--- src/rtl/core/lpa_pkg.sv ---
// Shared types and constants for the lease pool allocator.
`default_nettype none

package lpa_pkg;

  // Field widths
  localparam int OP_W     = 2;
  localparam int ENTRY_W  = 5;
  localparam int TIME_W   = 32;
  localparam int STATUS_W = 3;
  localparam int LINK_W   = 6;

  // Used-list link that points nowhere
  localparam logic [LINK_W-1:0] NULL_LINK = 6'd63;

  // Lease timeout after reset, in milliseconds
  localparam logic [TIME_W-1:0] DEFAULT_TIMEOUT_MS = 32'd60000;

  // Operation codes
  localparam logic [OP_W-1:0] OP_ALLOC   = 2'd0;
  localparam logic [OP_W-1:0] OP_RELEASE = 2'd1;
  localparam logic [OP_W-1:0] OP_QUERY   = 2'd2;

  // Result status codes
  localparam logic [STATUS_W-1:0] ST_GRANTED   = 3'd0;
  localparam logic [STATUS_W-1:0] ST_RECLAIMED = 3'd1;
  localparam logic [STATUS_W-1:0] ST_EXHAUSTED = 3'd2;
  localparam logic [STATUS_W-1:0] ST_RELEASED  = 3'd3;
  localparam logic [STATUS_W-1:0] ST_REJECTED  = 3'd4;
  localparam logic [STATUS_W-1:0] ST_QUERY     = 3'd5;

  // Controller states
  typedef enum logic [2:0] {
    S_IDLE,
    S_GRANT,
    S_REL,
    S_QUERY,
    S_WALK_RD,
    S_WALK_EV,
    S_WALK_END
  } lpa_state_t;

  // Commands from controller to datapath
  typedef struct packed {
    logic load;       // capture the accepted transaction
    logic walk_init;  // start the timeout walk at the newest lease
    logic rd_node;    // read link and time stores at the walk node
    logic walk_step;  // move the walk to the next older lease
    logic reclaim;    // reclaim the walk node and emit its result
    logic grant;      // pop the free stack and emit the grant
    logic rel;        // release the requested entry and emit the answer
    logic query;      // emit the query answer
    logic exhaust;    // emit the exhausted result
  } lpa_cmd_t;

  // Status from datapath to controller
  typedef struct packed {
    logic fc_zero;    // free stack is empty
    logic node_go;    // walk node is valid and the guard is not spent
    logic expired;    // lease at the walk node is past the timeout
    logic out_free;   // output register can take a result this cycle
  } lpa_sts_t;

endpackage

`default_nettype wire

--- src/rtl/core/lpa_if.sv ---
// Request and response channel interfaces of the lease pool allocator.
`default_nettype none

interface lpa_req_if;
  logic                         valid;
  logic                         ready;
  logic [lpa_pkg::OP_W-1:0]     operation;
  logic [lpa_pkg::ENTRY_W-1:0]  entry;
  logic [lpa_pkg::TIME_W-1:0]   now;

  modport source (output valid, output operation, output entry, output now, input ready);
  modport sink   (input valid, input operation, input entry, input now, output ready);
endinterface

interface lpa_rsp_if;
  logic                          valid;
  logic                          ready;
  logic [lpa_pkg::STATUS_W-1:0]  status;
  logic [lpa_pkg::ENTRY_W-1:0]   entry_id;
  logic                          in_use;
  logic                          last;

  modport source (output valid, output status, output entry_id, output in_use, output last,
                  input ready);
  modport sink   (input valid, input status, input entry_id, input in_use, input last,
                  output ready);
endinterface

`default_nettype wire

--- src/rtl/core/lpa_ctrl.sv ---
// Controller state machine of the lease pool allocator.
`default_nettype none

module lpa_ctrl (
  input  wire logic                     clk,
  input  wire logic                     rst,
  input  wire logic                     req_valid,
  input  wire logic [lpa_pkg::OP_W-1:0] req_op,
  output logic                          req_ready,
  input  wire lpa_pkg::lpa_sts_t        sts,
  output lpa_pkg::lpa_cmd_t             cmd
);
  import lpa_pkg::*;

  lpa_state_t state;
  lpa_state_t state_next;

  // Hold the state register
  always_ff @(posedge clk) begin
    if (rst) begin
      state <= S_IDLE;
    end else begin
      state <= state_next;
    end
  end

  // Advance the state
  always_comb begin
    state_next = state;
    unique case (state)
      S_IDLE: begin
        if (req_valid) begin
          unique case (req_op)
            OP_ALLOC:   state_next = sts.fc_zero ? S_WALK_RD : S_GRANT;
            OP_RELEASE: state_next = S_REL;
            OP_QUERY:   state_next = S_QUERY;
            default:    state_next = S_IDLE;
          endcase
        end
      end
      S_GRANT, S_REL, S_QUERY: begin
        if (sts.out_free) state_next = S_IDLE;
      end
      S_WALK_RD: begin
        state_next = sts.node_go ? S_WALK_EV : S_WALK_END;
      end
      S_WALK_EV: begin
        if (!sts.expired || sts.out_free) state_next = S_WALK_RD;
      end
      S_WALK_END: begin
        if (!sts.fc_zero) begin
          state_next = S_GRANT;
        end else if (sts.out_free) begin
          state_next = S_IDLE;
        end
      end
      default: state_next = S_IDLE;
    endcase
  end

  // Drive commands for the datapath
  always_comb begin
    cmd       = '0;
    req_ready = 1'b0;
    unique case (state)
      S_IDLE: begin
        req_ready     = 1'b1;
        cmd.load      = req_valid;
        cmd.walk_init = req_valid && (req_op == OP_ALLOC) && sts.fc_zero;
      end
      S_GRANT: cmd.grant   = sts.out_free;
      S_REL:   cmd.rel     = sts.out_free;
      S_QUERY: cmd.query   = sts.out_free;
      S_WALK_RD: begin
        cmd.rd_node = 1'b1;
      end
      S_WALK_EV: begin
        cmd.rd_node   = 1'b1;
        cmd.walk_step = !sts.expired || sts.out_free;
        cmd.reclaim   = sts.expired && sts.out_free;
      end
      S_WALK_END: cmd.exhaust = sts.fc_zero && sts.out_free;
      default: cmd = '0;
    endcase
  end

endmodule

`default_nettype wire

--- src/rtl/core/lpa_dp.sv ---
// Datapath of the lease pool allocator: stores, free stack, used list, result register.
`default_nettype none

module lpa_dp #(
  parameter int POOL_SIZE = 32
) (
  input  wire logic                        clk,
  input  wire logic                        rst,
  input  wire logic                        cfg_we,
  input  wire logic [lpa_pkg::TIME_W-1:0]  cfg_wdata,
  input  wire logic [lpa_pkg::ENTRY_W-1:0] entry_in,
  input  wire logic [lpa_pkg::TIME_W-1:0]  now_in,
  input  wire lpa_pkg::lpa_cmd_t           cmd,
  output lpa_pkg::lpa_sts_t                sts,
  lpa_rsp_if.source                        rsp
);
  import lpa_pkg::*;

  localparam int IDX_W = (POOL_SIZE > 1) ? $clog2(POOL_SIZE) : 1;
  localparam int CNT_W = $clog2(POOL_SIZE + 1);
  localparam logic [LINK_W-1:0] POOL_LINK = LINK_W'(POOL_SIZE);
  localparam logic [CNT_W-1:0]  POOL_CNT  = CNT_W'(POOL_SIZE);

  // Control and transaction registers
  logic [TIME_W-1:0]    timeout;
  logic [ENTRY_W-1:0]   entry_q;
  logic [TIME_W-1:0]    now_q;
  logic [CNT_W-1:0]     fc;
  logic [LINK_W-1:0]    newest;
  logic [LINK_W-1:0]    node;
  logic [CNT_W-1:0]     guard;
  logic [POOL_SIZE-1:0] leased;
  logic [POOL_SIZE-1:0] stk_wr;

  // Stores
  logic [IDX_W-1:0]  stk_mem [POOL_SIZE];
  logic [LINK_W-1:0] prv_mem [POOL_SIZE];
  logic [LINK_W-1:0] nxt_mem [POOL_SIZE];
  logic [TIME_W-1:0] gt_mem  [POOL_SIZE];

  // Registered read data
  logic [IDX_W-1:0]  stk_rd;
  logic [LINK_W-1:0] prv_rd;
  logic [LINK_W-1:0] nxt_rd;
  logic [TIME_W-1:0] gt_rd;

  // Output register
  logic                out_valid;
  logic [STATUS_W-1:0] out_status;
  logic [ENTRY_W-1:0]  out_id;
  logic                out_in_use;
  logic                out_last;

  logic [LINK_W-1:0] entry_ext;
  logic              e_ok;
  logic [IDX_W-1:0]  e_idx;
  logic              e_leased;
  logic [LINK_W-1:0] rd_link;
  logic [IDX_W-1:0]  rd_idx;
  logic [IDX_W-1:0]  node_idx;
  logic [CNT_W-1:0]  fc_m1;
  logic [IDX_W-1:0]  stk_addr;
  logic [IDX_W-1:0]  push_idx;
  logic              do_unlink;
  logic              do_push;
  logic [LINK_W-1:0] ul_e;
  logic [LINK_W-1:0] ul_p;
  logic [LINK_W-1:0] ul_n;
  logic              p_ok;
  logic              n_ok;
  logic              newest_ok;
  logic [LINK_W-1:0] g_link;
  logic [TIME_W-1:0] age;
  logic              emit;
  logic              out_free;

  // Decode the requested entry and the walk node
  assign entry_ext = LINK_W'(entry_q);
  assign e_ok      = entry_ext < POOL_LINK;
  assign e_idx     = entry_ext[IDX_W-1:0];
  assign e_leased  = e_ok && leased[e_idx];
  assign node_idx  = node[IDX_W-1:0];
  assign newest_ok = newest < POOL_LINK;
  assign g_link    = LINK_W'(stk_rd);

  // Select link read address: incoming entry, walk node or held entry
  assign rd_link = cmd.load ? LINK_W'(entry_in) : (cmd.rd_node ? node : entry_ext);
  assign rd_idx  = rd_link[IDX_W-1:0];

  // Free stack top and push slot
  assign fc_m1    = fc - 1'b1;
  assign stk_addr = fc_m1[IDX_W-1:0];
  assign push_idx = fc[IDX_W-1:0];

  // Unlink of a released or reclaimed entry
  assign do_unlink = cmd.reclaim || (cmd.rel && e_leased);
  assign do_push   = do_unlink && (fc < POOL_CNT);
  assign ul_e      = cmd.reclaim ? node : entry_ext;
  assign ul_p      = prv_rd;
  assign ul_n      = (ul_e == newest) ? NULL_LINK : nxt_rd;
  assign p_ok      = ul_p < POOL_LINK;
  assign n_ok      = ul_n < POOL_LINK;

  // Lease age, wrapping
  assign age = now_q - gt_rd;

  assign emit     = cmd.grant || cmd.reclaim || cmd.rel || cmd.query || cmd.exhaust;
  assign out_free = !out_valid || rsp.ready;

  assign sts.fc_zero  = (fc == '0);
  assign sts.node_go  = (node < POOL_LINK) && (guard < POOL_CNT);
  assign sts.expired  = age > timeout;
  assign sts.out_free = out_free;

  // Read stores
  always_ff @(posedge clk) begin
    stk_rd <= stk_wr[stk_addr] ? stk_mem[stk_addr] : stk_addr;
    prv_rd <= prv_mem[rd_idx];
    nxt_rd <= nxt_mem[rd_idx];
    gt_rd  <= gt_mem[node_idx];
  end

  // Write free stack
  always_ff @(posedge clk) begin
    if (do_push) begin
      stk_mem[push_idx] <= ul_e[IDX_W-1:0];
    end
  end

  // Write grant time
  always_ff @(posedge clk) begin
    if (cmd.grant) begin
      gt_mem[stk_rd] <= now_q;
    end
  end

  // Write older-neighbor links
  always_ff @(posedge clk) begin
    if (cmd.grant) begin
      prv_mem[stk_rd] <= newest;
    end else if (do_unlink && n_ok) begin
      prv_mem[ul_n[IDX_W-1:0]] <= ul_p;
    end
  end

  // Write newer-neighbor links
  always_ff @(posedge clk) begin
    if (cmd.grant && newest_ok) begin
      nxt_mem[newest[IDX_W-1:0]] <= g_link;
    end else if (do_unlink && p_ok) begin
      nxt_mem[ul_p[IDX_W-1:0]] <= ul_n;
    end
  end

  // Capture the accepted transaction
  always_ff @(posedge clk) begin
    if (cmd.load) begin
      entry_q <= entry_in;
      now_q   <= now_in;
    end
  end

  // Update pool control state
  always_ff @(posedge clk) begin
    if (rst) begin
      timeout <= DEFAULT_TIMEOUT_MS;
      fc      <= POOL_CNT;
      newest  <= NULL_LINK;
      node    <= NULL_LINK;
      guard   <= '0;
      leased  <= '0;
      stk_wr  <= '0;
    end else begin
      if (cfg_we) timeout <= cfg_wdata;

      if (cmd.grant) begin
        fc             <= fc_m1;
        newest         <= g_link;
        leased[stk_rd] <= 1'b1;
      end else begin
        if (do_unlink) begin
          leased[ul_e[IDX_W-1:0]] <= 1'b0;
          if (!n_ok) newest <= ul_p;
        end
        if (do_push) begin
          fc               <= fc + 1'b1;
          stk_wr[push_idx] <= 1'b1;
        end
      end

      if (cmd.walk_init) begin
        node  <= newest;
        guard <= '0;
      end else if (cmd.walk_step) begin
        node  <= prv_rd;
        guard <= guard + 1'b1;
      end
    end
  end

  // Hold the result until the consumer takes it
  always_ff @(posedge clk) begin
    if (rst) begin
      out_valid <= 1'b0;
    end else if (emit) begin
      out_valid <= 1'b1;
    end else if (rsp.ready) begin
      out_valid <= 1'b0;
    end
  end

  // Load result payload
  always_ff @(posedge clk) begin
    if (cmd.grant) begin
      out_status <= ST_GRANTED;
      out_id     <= ENTRY_W'(g_link);
      out_in_use <= 1'b0;
      out_last   <= 1'b1;
    end else if (cmd.reclaim) begin
      out_status <= ST_RECLAIMED;
      out_id     <= ENTRY_W'(node);
      out_in_use <= 1'b0;
      out_last   <= 1'b0;
    end else if (cmd.rel) begin
      out_status <= e_leased ? ST_RELEASED : ST_REJECTED;
      out_id     <= entry_q;
      out_in_use <= 1'b0;
      out_last   <= 1'b1;
    end else if (cmd.query) begin
      out_status <= ST_QUERY;
      out_id     <= entry_q;
      out_in_use <= e_leased;
      out_last   <= 1'b1;
    end else if (cmd.exhaust) begin
      out_status <= ST_EXHAUSTED;
      out_id     <= '0;
      out_in_use <= 1'b0;
      out_last   <= 1'b1;
    end
  end

  assign rsp.valid    = out_valid;
  assign rsp.status   = out_status;
  assign rsp.entry_id = out_id;
  assign rsp.in_use   = out_in_use;
  assign rsp.last     = out_last;

endmodule

`default_nettype wire

--- src/rtl/core/lease_pool_allocator_timeout_core.sv ---
// Allocate, release and query load their result from the grant, release or query state;
// a stalled result register holds the controller until taken.
// An allocate on an empty pool walks the used list through a read state and an evaluate
// state per lease, then loads the exhausted result at walk end or the grant in S_GRANT.
// Timing is set by one registered store read per step of the controller.
// Synchronous reset: full free stack, empty used list, timeout 60000 ms.
`default_nettype none

module lease_pool_allocator_timeout_core #(
  parameter int POOL_SIZE = 32
) (
  input  wire logic                        clk,
  input  wire logic                        rst,
  input  wire logic                        cfg_we,
  input  wire logic [lpa_pkg::TIME_W-1:0]  cfg_wdata,
  lpa_req_if.sink                          req,
  lpa_rsp_if.source                        rsp
);
  import lpa_pkg::*;

  lpa_cmd_t cmd;
  lpa_sts_t sts;
  logic     emit;

  // Sequence each transaction
  lpa_ctrl u_ctrl (
    .clk       (clk),
    .rst       (rst),
    .req_valid (req.valid),
    .req_op    (req.operation),
    .req_ready (req.ready),
    .sts       (sts),
    .cmd       (cmd)
  );

  // Hold pool state and results
  lpa_dp #(
    .POOL_SIZE (POOL_SIZE)
  ) u_dp (
    .clk       (clk),
    .rst       (rst),
    .cfg_we    (cfg_we),
    .cfg_wdata (cfg_wdata),
    .entry_in  (req.entry),
    .now_in    (req.now),
    .cmd       (cmd),
    .sts       (sts),
    .rsp       (rsp)
  );

  assign emit = cmd.grant || cmd.reclaim || cmd.rel || cmd.query || cmd.exhaust;

  // At most one result is produced per cycle
  assert property (@(posedge clk) disable iff (rst)
    $onehot0({cmd.grant, cmd.reclaim, cmd.rel, cmd.query, cmd.exhaust}))
    else $error("more than one result command in a cycle");

  // A result is only loaded when the output register can take it
  assert property (@(posedge clk) disable iff (rst) emit |-> sts.out_free)
    else $error("result loaded into a busy output register");

  // No result is produced in the cycle a transaction is accepted
  assert property (@(posedge clk) disable iff (rst) (req.valid && req.ready) |-> !emit)
    else $error("result emitted while accepting a transaction");

  // A grant ends the transaction
  assert property (@(posedge clk) disable iff (rst) cmd.grant |=> req.ready)
    else $error("not ready after a grant");

endmodule

`default_nettype wire
--- src/flat_wrapper.sv ---
// flat-port wrapper written by rule: the top's interface ports become plain ports
module lease_pool_allocator_timeout_core_flat import lpa_pkg::*;
#(
  parameter int POOL_SIZE = 32
)
  (clk, rst, cfg_we, cfg_wdata, req_valid, req_operation, req_entry, req_now, req_ready, rsp_valid, rsp_status, rsp_entry_id, rsp_in_use, rsp_last, rsp_ready);
  lpa_req_if req_i ();
  lpa_rsp_if rsp_i ();
  input  wire logic clk;
  input  wire logic rst;
  input  wire logic cfg_we;
  input  wire logic [lpa_pkg::TIME_W-1:0] cfg_wdata;
  input wire logic [$bits(req_i.valid)-1:0] req_valid;
  input wire logic [$bits(req_i.operation)-1:0] req_operation;
  input wire logic [$bits(req_i.entry)-1:0] req_entry;
  input wire logic [$bits(req_i.now)-1:0] req_now;
  output wire logic [$bits(req_i.ready)-1:0] req_ready;
  output wire logic [$bits(rsp_i.valid)-1:0] rsp_valid;
  output wire logic [$bits(rsp_i.status)-1:0] rsp_status;
  output wire logic [$bits(rsp_i.entry_id)-1:0] rsp_entry_id;
  output wire logic [$bits(rsp_i.in_use)-1:0] rsp_in_use;
  output wire logic [$bits(rsp_i.last)-1:0] rsp_last;
  input wire logic [$bits(rsp_i.ready)-1:0] rsp_ready;
  assign req_i.valid = req_valid;
  assign req_i.operation = req_operation;
  assign req_i.entry = req_entry;
  assign req_i.now = req_now;
  assign req_ready = req_i.ready;
  assign rsp_valid = rsp_i.valid;
  assign rsp_status = rsp_i.status;
  assign rsp_entry_id = rsp_i.entry_id;
  assign rsp_in_use = rsp_i.in_use;
  assign rsp_last = rsp_i.last;
  assign rsp_i.ready = rsp_ready;
  lease_pool_allocator_timeout_core #(.POOL_SIZE(POOL_SIZE)) u_core (.clk(clk), .rst(rst), .cfg_we(cfg_we), .cfg_wdata(cfg_wdata), .req(req_i), .rsp(rsp_i));
endmodule
--- config.mk ---
export PLATFORM = sky130hd
export DESIGN_NAME = lease_pool_allocator_timeout_core_flat
export DESIGN_NICKNAME = d
export VERILOG_FILES = /design/src/rtl/core/lpa_pkg.sv /design/src/rtl/core/lpa_if.sv /design/src/rtl/core/lpa_ctrl.sv /design/src/rtl/core/lpa_dp.sv /design/src/rtl/core/lease_pool_allocator_timeout_core.sv /design/src/flat_wrapper.sv
export SDC_FILE = /design/constraint.sdc
export NUM_CORES = 2
export LEC_CHECK = 0
export BUFFER_PORTS_ARGS = -buffer_cell sky130_fd_sc_hd__buf_2
export CAP_MARGIN = 30
export CORE_MARGIN = 2
export CORE_UTILIZATION = 40
export DETAILED_ROUTE_END_ITERATION = 7
export GPL_TIMING_DRIVEN = 0
export PLACE_DENSITY = 0.55
export SETUP_SLACK_MARGIN = 0.3
export SLEW_MARGIN = 20
export SYNTH_ARGS = -nofsm -noshare
export SYNTH_HDL_FRONTEND = slang
export SYNTH_SLANG_ARGS = --single-unit
--- constraint.sdc ---
create_clock -name clk -period 8.7 [get_ports clk]
set_input_delay 0.87 -clock clk [delete_from_list [all_inputs] [get_ports clk]]
set_output_delay 0.87 -clock clk [all_outputs]
set_load 0.01 [all_outputs]
# Word level (Yosys, flattened, before mapping)
# Memories as Yosys holds them, arrays and structs flattened. A register that Yosys moved wholly into a read port is not among the register bits.
# Index checks and enable logic that the tools add are counted.
classes:
  addsub: 4
  order_cmp: 16
  eq_ne: 12
  muxes: 76
  bitwise_logic: 5
  n_reduce_logical: 44
op_table:
  columns: ["op", "n"]
  rows:
  - ["$mux W6", 11]
  - ["$mux W32", 2]
  - ["$or A32 B32 Y32", 2]
  - ["$mux W5", 10]
  - ["$lt A5 B6 Y1 const B", 6]
  - ["$lt A6 B6 Y1 const B", 6]
  - ["$mux W1", 34]
  - ["$and A32 B32 Y32", 1]
  - ["$gt A32 B32 Y1", 1]
  - ["$not A32 Y32", 1]
  - ["$sub A32 B32 Y32", 1]
  - ["$mux W3", 9]
  - ["$demux W1 S5", 3]
  - ["$ge A5 B1 Y1 const B", 3]
  - ["$pmux W3 S5", 1]
  - ["$logic_and A1 B1 Y1", 14]
  - ["$add A6 B1 Y6 const B", 2]
  - ["$reduce_or A6 Y1", 2]
  - ["$bmux W1 S5", 2]
  - ["$reduce_bool A2 Y1", 5]
  - ["$eq A3 B3 Y1 const B", 3]
  - ["$pmux W3 S3", 1]
  - ["$logic_or A1 B1 Y1", 7]
  - ["$eq A3 B2 Y1 const B", 2]
  - ["19 further kinds", 28]
word_totals:
  regBits: 176
  ramBits: 1568
  in_bits: 76
  out_inout_bits: 12
  n_memories: 4
mem_list:
  columns: ["name", "words", "word_bits", "read_ports", "rd_ports_with_merged_regs", "write_ports", "line_no", "source"]
  rows:
  - ["u_core.u_dp.gt_mem", 32, 32, 1, 1, 1, "lpa_dp.sv:39", "logic [TIME_W-1:0] gt_mem [POOL_SIZE];"]
  - ["u_core.u_dp.nxt_mem", 32, 6, 1, 1, 1, "lpa_dp.sv:38", "logic [LINK_W-1:0] nxt_mem [POOL_SIZE];"]
  - ["u_core.u_dp.prv_mem", 32, 6, 1, 1, 1, "lpa_dp.sv:37", "logic [LINK_W-1:0] prv_mem [POOL_SIZE];"]
  - ["u_core.u_dp.stk_mem", 32, 5, 1, 0, 1, "lpa_dp.sv:36", "logic [IDX_W-1:0] stk_mem [POOL_SIZE];"]

# Longest topological paths before layout
logic_depth:
  depth_word: 15
  depth_mapped: 27
  depth_no_buf: 25

# Modules after synthesis
# Synthesis repeated with hierarchy kept, for this count alone.
hier_totals:
  hier_cells: 3662
  area_unflattened_um2: 71309.6
by_module_without_submodules:
  columns: ["module", "instances", "cells_each", "area_per_inst_um2", "seq_area_each_um2"]
  rows:
  - ["lpa_dp", 1, 3612, 70945.5, 51849.7]
  - ["lpa_ctrl", 1, 50, 364.1, 60.1]

# Worst setup path after synthesis
# OpenSTA, ideal clock, no wires.
synth_timing:
  path_kind: "register -> register"
  startpoint: "reg u_core.u_dp.now_q[0]"
  endpoint: "mem u_core.u_dp.prv_mem[0][0], data pin"
  arrival_time_ns: 6.884
  required_ns: 8.246
  path_slack_ns: 1.362
  path_stages_with_launch: 27
  n_path_buf: 2
  period_less_slack_ns: 7.338
  path_cell_list: "edfxtp_1 -> inv_1 -> ha_1 -> inv_1 -> fa_1 -> a21o_1 -> a21oi_1 -> nor2b_1 -> o22a_1 -> o21ai_0 -> o21ai_0 -> a21o_1 -> a21o_1 -> or4_1 -> nand3_1 -> ha_1 -> nand2_1 -> nor4_2 -> a211oi_1 -> a211oi_2 -> o21ai_0 -> and2_4 -> a2111oi_4 -> a21oi_2 -> buf_6 -> clkbuf_1 -> o21ai_0"
synth_between:
  elab_chain_cells: 14
synth_rtl:
  columns: ["item", "line_no", "source"]
  rows:
  - ["start: declaration", "lpa_dp.sv:27", "logic [TIME_W-1:0] now_q;"]
  - ["start signal: assignment", "lpa_dp.sv:159", "now_q <= now_in;"]
  - ["$sub A32 B32 Y32 (*)", "lpa_dp.sv:105", "assign age = now_q - gt_rd;"]
  - ["$gt A32 B32 Y1 (*)", "lpa_dp.sv:112", "assign sts.expired = age > timeout;"]
  - ["$logic_and A1 B1 Y1 (*)", "lpa_ctrl.sv:80", "cmd.reclaim = sts.expired && sts.out_free;"]
  - ["$mux W2 (*)", "lpa_ctrl.sv:65", "unique case (state)"]
  - ["$mux W6", "lpa_dp.sv:98", "assign ul_e = cmd.reclaim ? node : entry_ext;"]
  - ["$eq A6 B6 Y1", "lpa_dp.sv:100", "assign ul_n = (ul_e == newest) ? NULL_LINK : nxt_rd;"]
  - ["$mux W6", "lpa_dp.sv:100", null]
  - ["$lt A6 B6 Y1", "lpa_dp.sv:102", "assign n_ok = ul_n < POOL_LINK;"]
  - ["$logic_and A1 B1 Y1 (*)", "lpa_dp.sv:141", "end else if (do_unlink && n_ok) begin"]
  - ["$mux W1 (*)", "lpa_dp.sv:141", null]
  - ["$mux W1 (*)", "lpa_dp.sv:139", "if (cmd.grant) begin"]
  - ["$mux W1 (not written as such) (*)", "lpa_dp.sv:142", "prv_mem[ul_n[IDX_W-1:0]] <= ul_p;"]
  - ["$reduce_or A6 Y1 (no line) (*)", null, null]
  - ["$mux W6 (no line) (*)", null, null]
  - ["end: declaration", "lpa_dp.sv:37", null]
# Mark *: on every way between the ends. The rest lies on a longest branch, timed or not.

# Worst setup path after layout
layout_timing:
  startpoint: "reg u_core.u_dp.now_q[2]"
  endpoint: "mem u_core.u_dp.prv_mem[14][0], enable pin"
layout_between:
  elab_chain_cells: 14
layout_rtl:
  columns: ["item", "line_no"]
  rows:
  - ["$sub A32 B32 Y32 (*)", "lpa_dp.sv:105"]
  - ["$gt A32 B32 Y1 (*)", "lpa_dp.sv:112"]
  - ["$logic_and A1 B1 Y1 (*)", "lpa_ctrl.sv:80"]
  - ["$mux W2 (*)", "lpa_ctrl.sv:65"]
  - ["$mux W6", "lpa_dp.sv:98"]
  - ["$eq A6 B6 Y1", "lpa_dp.sv:100"]
  - ["$mux W6", "lpa_dp.sv:100"]
  - ["$lt A6 B6 Y1", "lpa_dp.sv:102"]
  - ["$logic_and A1 B1 Y1", "lpa_dp.sv:141"]
  - ["$mux W1", "lpa_dp.sv:141"]
  - ["$mux W1", "lpa_dp.sv:139"]
  - ["$mux W1 (not written as such)", "lpa_dp.sv:142"]
  - ["$reduce_or A6 Y1 (no line)", null]
  - ["$mux W5 (no line) or $mux W1 (tied branches)", null]
# Marked as above.

==> run_results.csv <==
group,metric,value,unit
status,status,"finished, final reports clean",
worst_setup_path,r2r_slack,0.70,ns
power_and_ir_drop,peakVddDrop,0.205,mV
sta,period_needed,8.00,ns
final_layout,layout_common_cells,"1610 x edfxtp_1, 485 x mux4_2, 247 x nor2_1, 199 x nand2_1, 192 x clkbuf_16",
sta,fin_skew,0.0290,ns
worst_setup_path,rr_worst_depth,23,
global_routing,antenna_found_initial,4,
worst_setup_path,crit_slowest_cell,"edfxtp_1",
floorplanning,dieArea,181000,um^2
worst_setup_path,endpoint,"u_core.u_dp.prv_mem[14][0]",
floorplanning,initial_core_util,0.403,
synth,synth_simple_gate_area_frac,0.0399,
floorplanning,io_pins,88,
cts,hold_buffers,0,
floorplanning,rows,154,
routing,routed-wl-met3,10.9,mm
worst_setup_path,r2r-start,"u_core.u_dp.now_q[2]",
synth,synth_area,71100,um^2
synth,synth_seq_cells,1788,
final_layout,layout.cells.most_common,"edfxtp_1",
routing,ant_nets,0,
synth,syn-num-nets,3887,
worst_setup_path,cp_slowest_stage_delay,0.63,ns
sta,max_freq,125,MHz
final_layout,final_util,0.475,
floorplanning,core-area,176000,um^2
placed_design,dpl.hpwl,133,mm
cts,cts_tree,"yes",
worst_setup_path,endpoint_kind,"register",
global_routing,grt_pass1_wl,273,mm
synth,syn_avg_cell_area,19.0,um^2
synth,synth_edf_count,1610,
synth,synth_top_cell_by_area,"edfxtp_1",
routing,drc,0,
synth,synth_compound_area_frac,0.0307,
final_layout,drive_gt1_frac,0.266,
cts,cts.htree.levels,4,
routing,drt-initial-drc-count,3872,
synth,yosysTopAreaCellShare,0.680,
final_layout,fillers,14700,
synth,synth-adder-area-share,0.0124,
global_routing,grt_pass1_vias,37700,
cts,cts_sinks,1788,
global_routing,grt_use_total,0.210,
sta,rsz0062_at_grt,"false",
sta,worstMarginPinSlew,1.01,ns
floorplanning,die_w,426,um
cts,cts.clk_slew.worst_paths,0.06,ns
cts,cts-root-buf,"clkbuf_16",
routing,wl_met2,92.3,mm
routing,vias_per_cell,5.59,
cts,numCtsBuffers,187,
synth,synthFlopType,"edfxtp_1",
routing,drt-pass1-iter-count,6,
sta,finalHoldViolations,0,
floorplanning,die_y,426,um
routing,dr_total_vias,37300,
synth,ys_warn_count,0,
routing,wl_per_cell,28.5,um
worst_setup_path,path_class,"register to register",
synth,async_flop_share,0,
synth,synth.distinct_cells,76,
worst_setup_path,worstPathRequired,9.14,ns
placed_design,placed_area,77200,um^2
run,drv_cap,0,
sta,maxSlewViolCount,0,
power_and_ir_drop,p_per_area,230,nW/um^2
hold_path,hold_class,"input pin to register",
final_layout,nets,4325,
final_layout,synthToLayoutAreaGrowth,17.9,%
synth,synth.area.top_cells,"edfxtp_1 68%, mux4_2 15%, dfxtp_1 5.0%",
worst_setup_path,reg2reg_to,"u_core.u_dp.prv_mem[14][0]",
cts,cts_max_path_buffers,3,
synth,synthCells,3741,
global_routing,grt_overflow,0,
sta,max_slew_margin,0.324,
worst_setup_path,critical_path.startpoint,"u_core.u_dp.now_q[2]",
sta,setup_viol,0,
cts,clkLatencyLatePin,0.82,ns
worst_setup_path,worstPathCellList,"ha_1 > nand2_1 > o21ai_0 > o31a_1 > a211oi_1 > or3_1 > a21oi_1 > a21o_1 > a21boi_0 > xnor2_1 > ha_1 > nand4_1 > nor4_4 > a211oi_1 > buf_2 > a211oi_4 > o21ai_0 > and2_4 > a2111oi_4 > a21oi_2 > buf_6 > mux2_4 > nor2_1",
placed_design,numPortBuffers,85,
routing,top_layer,"met4",
placed_design,globalplace.congestion,0.855,
synth,synth-xor-area-share,0.00456,
power_and_ir_drop,p_leak,0.0276,uW
sta,period_share,0.919,
worst_setup_path,cp.arrival,8.44,ns
routing,drt-met1-wl,82.1,mm
synth,synth_top_family_by_area,"multiplexers",
global_routing,grt_max_degree,34,
final_layout,stdcell_area,83800,um^2
routing,routed_wl,190,mm
worst_setup_path,crit_fanout,18,
synth,ys_seq_area_frac,0.730,
synth,synth.mux.area_fraction,0.167,
power_and_ir_drop,power,19300,uW
worst_setup_path,cp-start-kind,"register",
through the flow:
stage          setup WS, ns  TNS (ns)  hold WS [ns]  std cells
6_report              0.701         0         0.232       6683
5_1_grt               0.272         0         0.181       6681
4_1_cts               0.365         0         0.159       6640
3_5_place_dp         -0.241    -21.37         0.450       6286
3_3_place_gp          -2.61   -556.13         0.442       6166
2_1_floorplan          1.36         0         0.435       3741
final cells by class:
| type | instances | area [um^2] | share of cell area |
|---|---|---|---|
| buffer | 189 | 766 | 0.00914 |
| inverter | 95 | 357 | 0.00426 |
| clock buffer | 245 | 5040 | 0.0602 |
| multi-input combinational | 1669 | 18500 | 0.221 |
| antenna | 2 | 5.00 | 0.0000597 |
| tap | 2340 | 2930 | 0.0349 |
| clock inverter | 106 | 915 | 0.0109 |
| sequential | 1788 | 51900 | 0.619 |
| timing repair buffer | 249 | 3350 | 0.0400 |
power breakdown:
| part | switching (uW) | internal (uW) | leakage, uW |
|---|---|---|---|
| clock network | 3340 | 4450 | 0.00292 |
| registers | 109 | 9600 | 0.0158 |
| logic | 1100 | 655 | 0.00886 |
Yosys cell counts (all sizes together) (29+ instances only):
| library cell | count |
|---|---|
| a21oi | 95 |
| buf | 56 |
| dfxtp | 178 |
| o21ai | 74 |
| nand2 | 199 |
| nand3 | 41 |
| mux2i | 60 |
| mux4 | 485 |
| edfxtp | 1610 |
| a211oi | 29 |
| ha | 69 |
| mux2 | 31 |
| nor2 | 293 |
| inv | 93 |
| clkbuf | 133 |
how the worst min path moves through the flow:
stage,startpoint,to,slack [ns],cells after the start
after CTS,req_now[17],u_core.u_dp.now_q[17],0.16,1
final,req_now[11],u_core.u_dp.now_q[11],0.23,1
after floorplan,u_core.u_dp.stk_wr[17],u_core.u_dp.stk_wr[17],0.43,2
after detailed placement,u_core.u_dp.stk_wr[9],u_core.u_dp.stk_wr[9],0.45,1
after global routing,req_now[17],u_core.u_dp.now_q[17],0.18,1
after global placement,u_core.u_dp.stk_wr[5],u_core.u_dp.stk_wr[5],0.44,1
cells by family (layout without fill, tap and decap cells):
family                     Yosys count  in the layout
AOI/OAI and AO/OA                  333            333
xor gates and xnor gates            37             37
adders and majority gates           70             70
buffers and inverters              284            884
DFF                               1788           1788
muxes                              576            576
other                                0              2
and+or+nand+nor                    653            653
worst max-delay path, delay by kind of cell (launching register included):
family / cells / cell delay [ns]
compound gates: 11 / 3.31
xor+xnor: 1 / 0.15
fa+ha+maj: 2 / 0.78
buf+inv: 2 / 0.40
flops: 1 / 0.63
mux: 1 / 0.35
simple gates: 6 / 1.97
what timing repair did:
action,in CTS,in global routing
endpoints found under the setup margin,438,343
gates resized for setup,2,16
pin swaps,0,2
endpoints found under the hold margin,0,0
setup buffers,3,8
routing by layer:
layer,track usage,up-vias
met5,0,-
met4,0.0587,0
met3,0.0319,288
met2,0.341,1247
met1,0.295,19800
li1,-,16000
state kept, by name, summed over array words and instances (netlist names), 5 cells and up:
name                      count
u_core.u_dp.gt_mem         1024
u_core.u_dp.nxt_mem         192
u_core.u_dp.prv_mem         192
u_core.u_dp.stk_mem         160
u_core.u_dp.gt_rd            32
u_core.u_dp.leased           32
u_core.u_dp.now_q            32
u_core.u_dp.stk_wr           32
u_core.u_dp.timeout          32
u_core.u_dp.fc                6
u_core.u_dp.guard             6
u_core.u_dp.newest            6
u_core.u_dp.node              6
u_core.u_dp.nxt_rd            6
u_core.u_dp.prv_rd            6
u_core.u_dp.e_idx             5
u_core.u_dp.rsp.entry_id      5
u_core.u_dp.stk_rd            5
(Power assumes the default switching activity.)
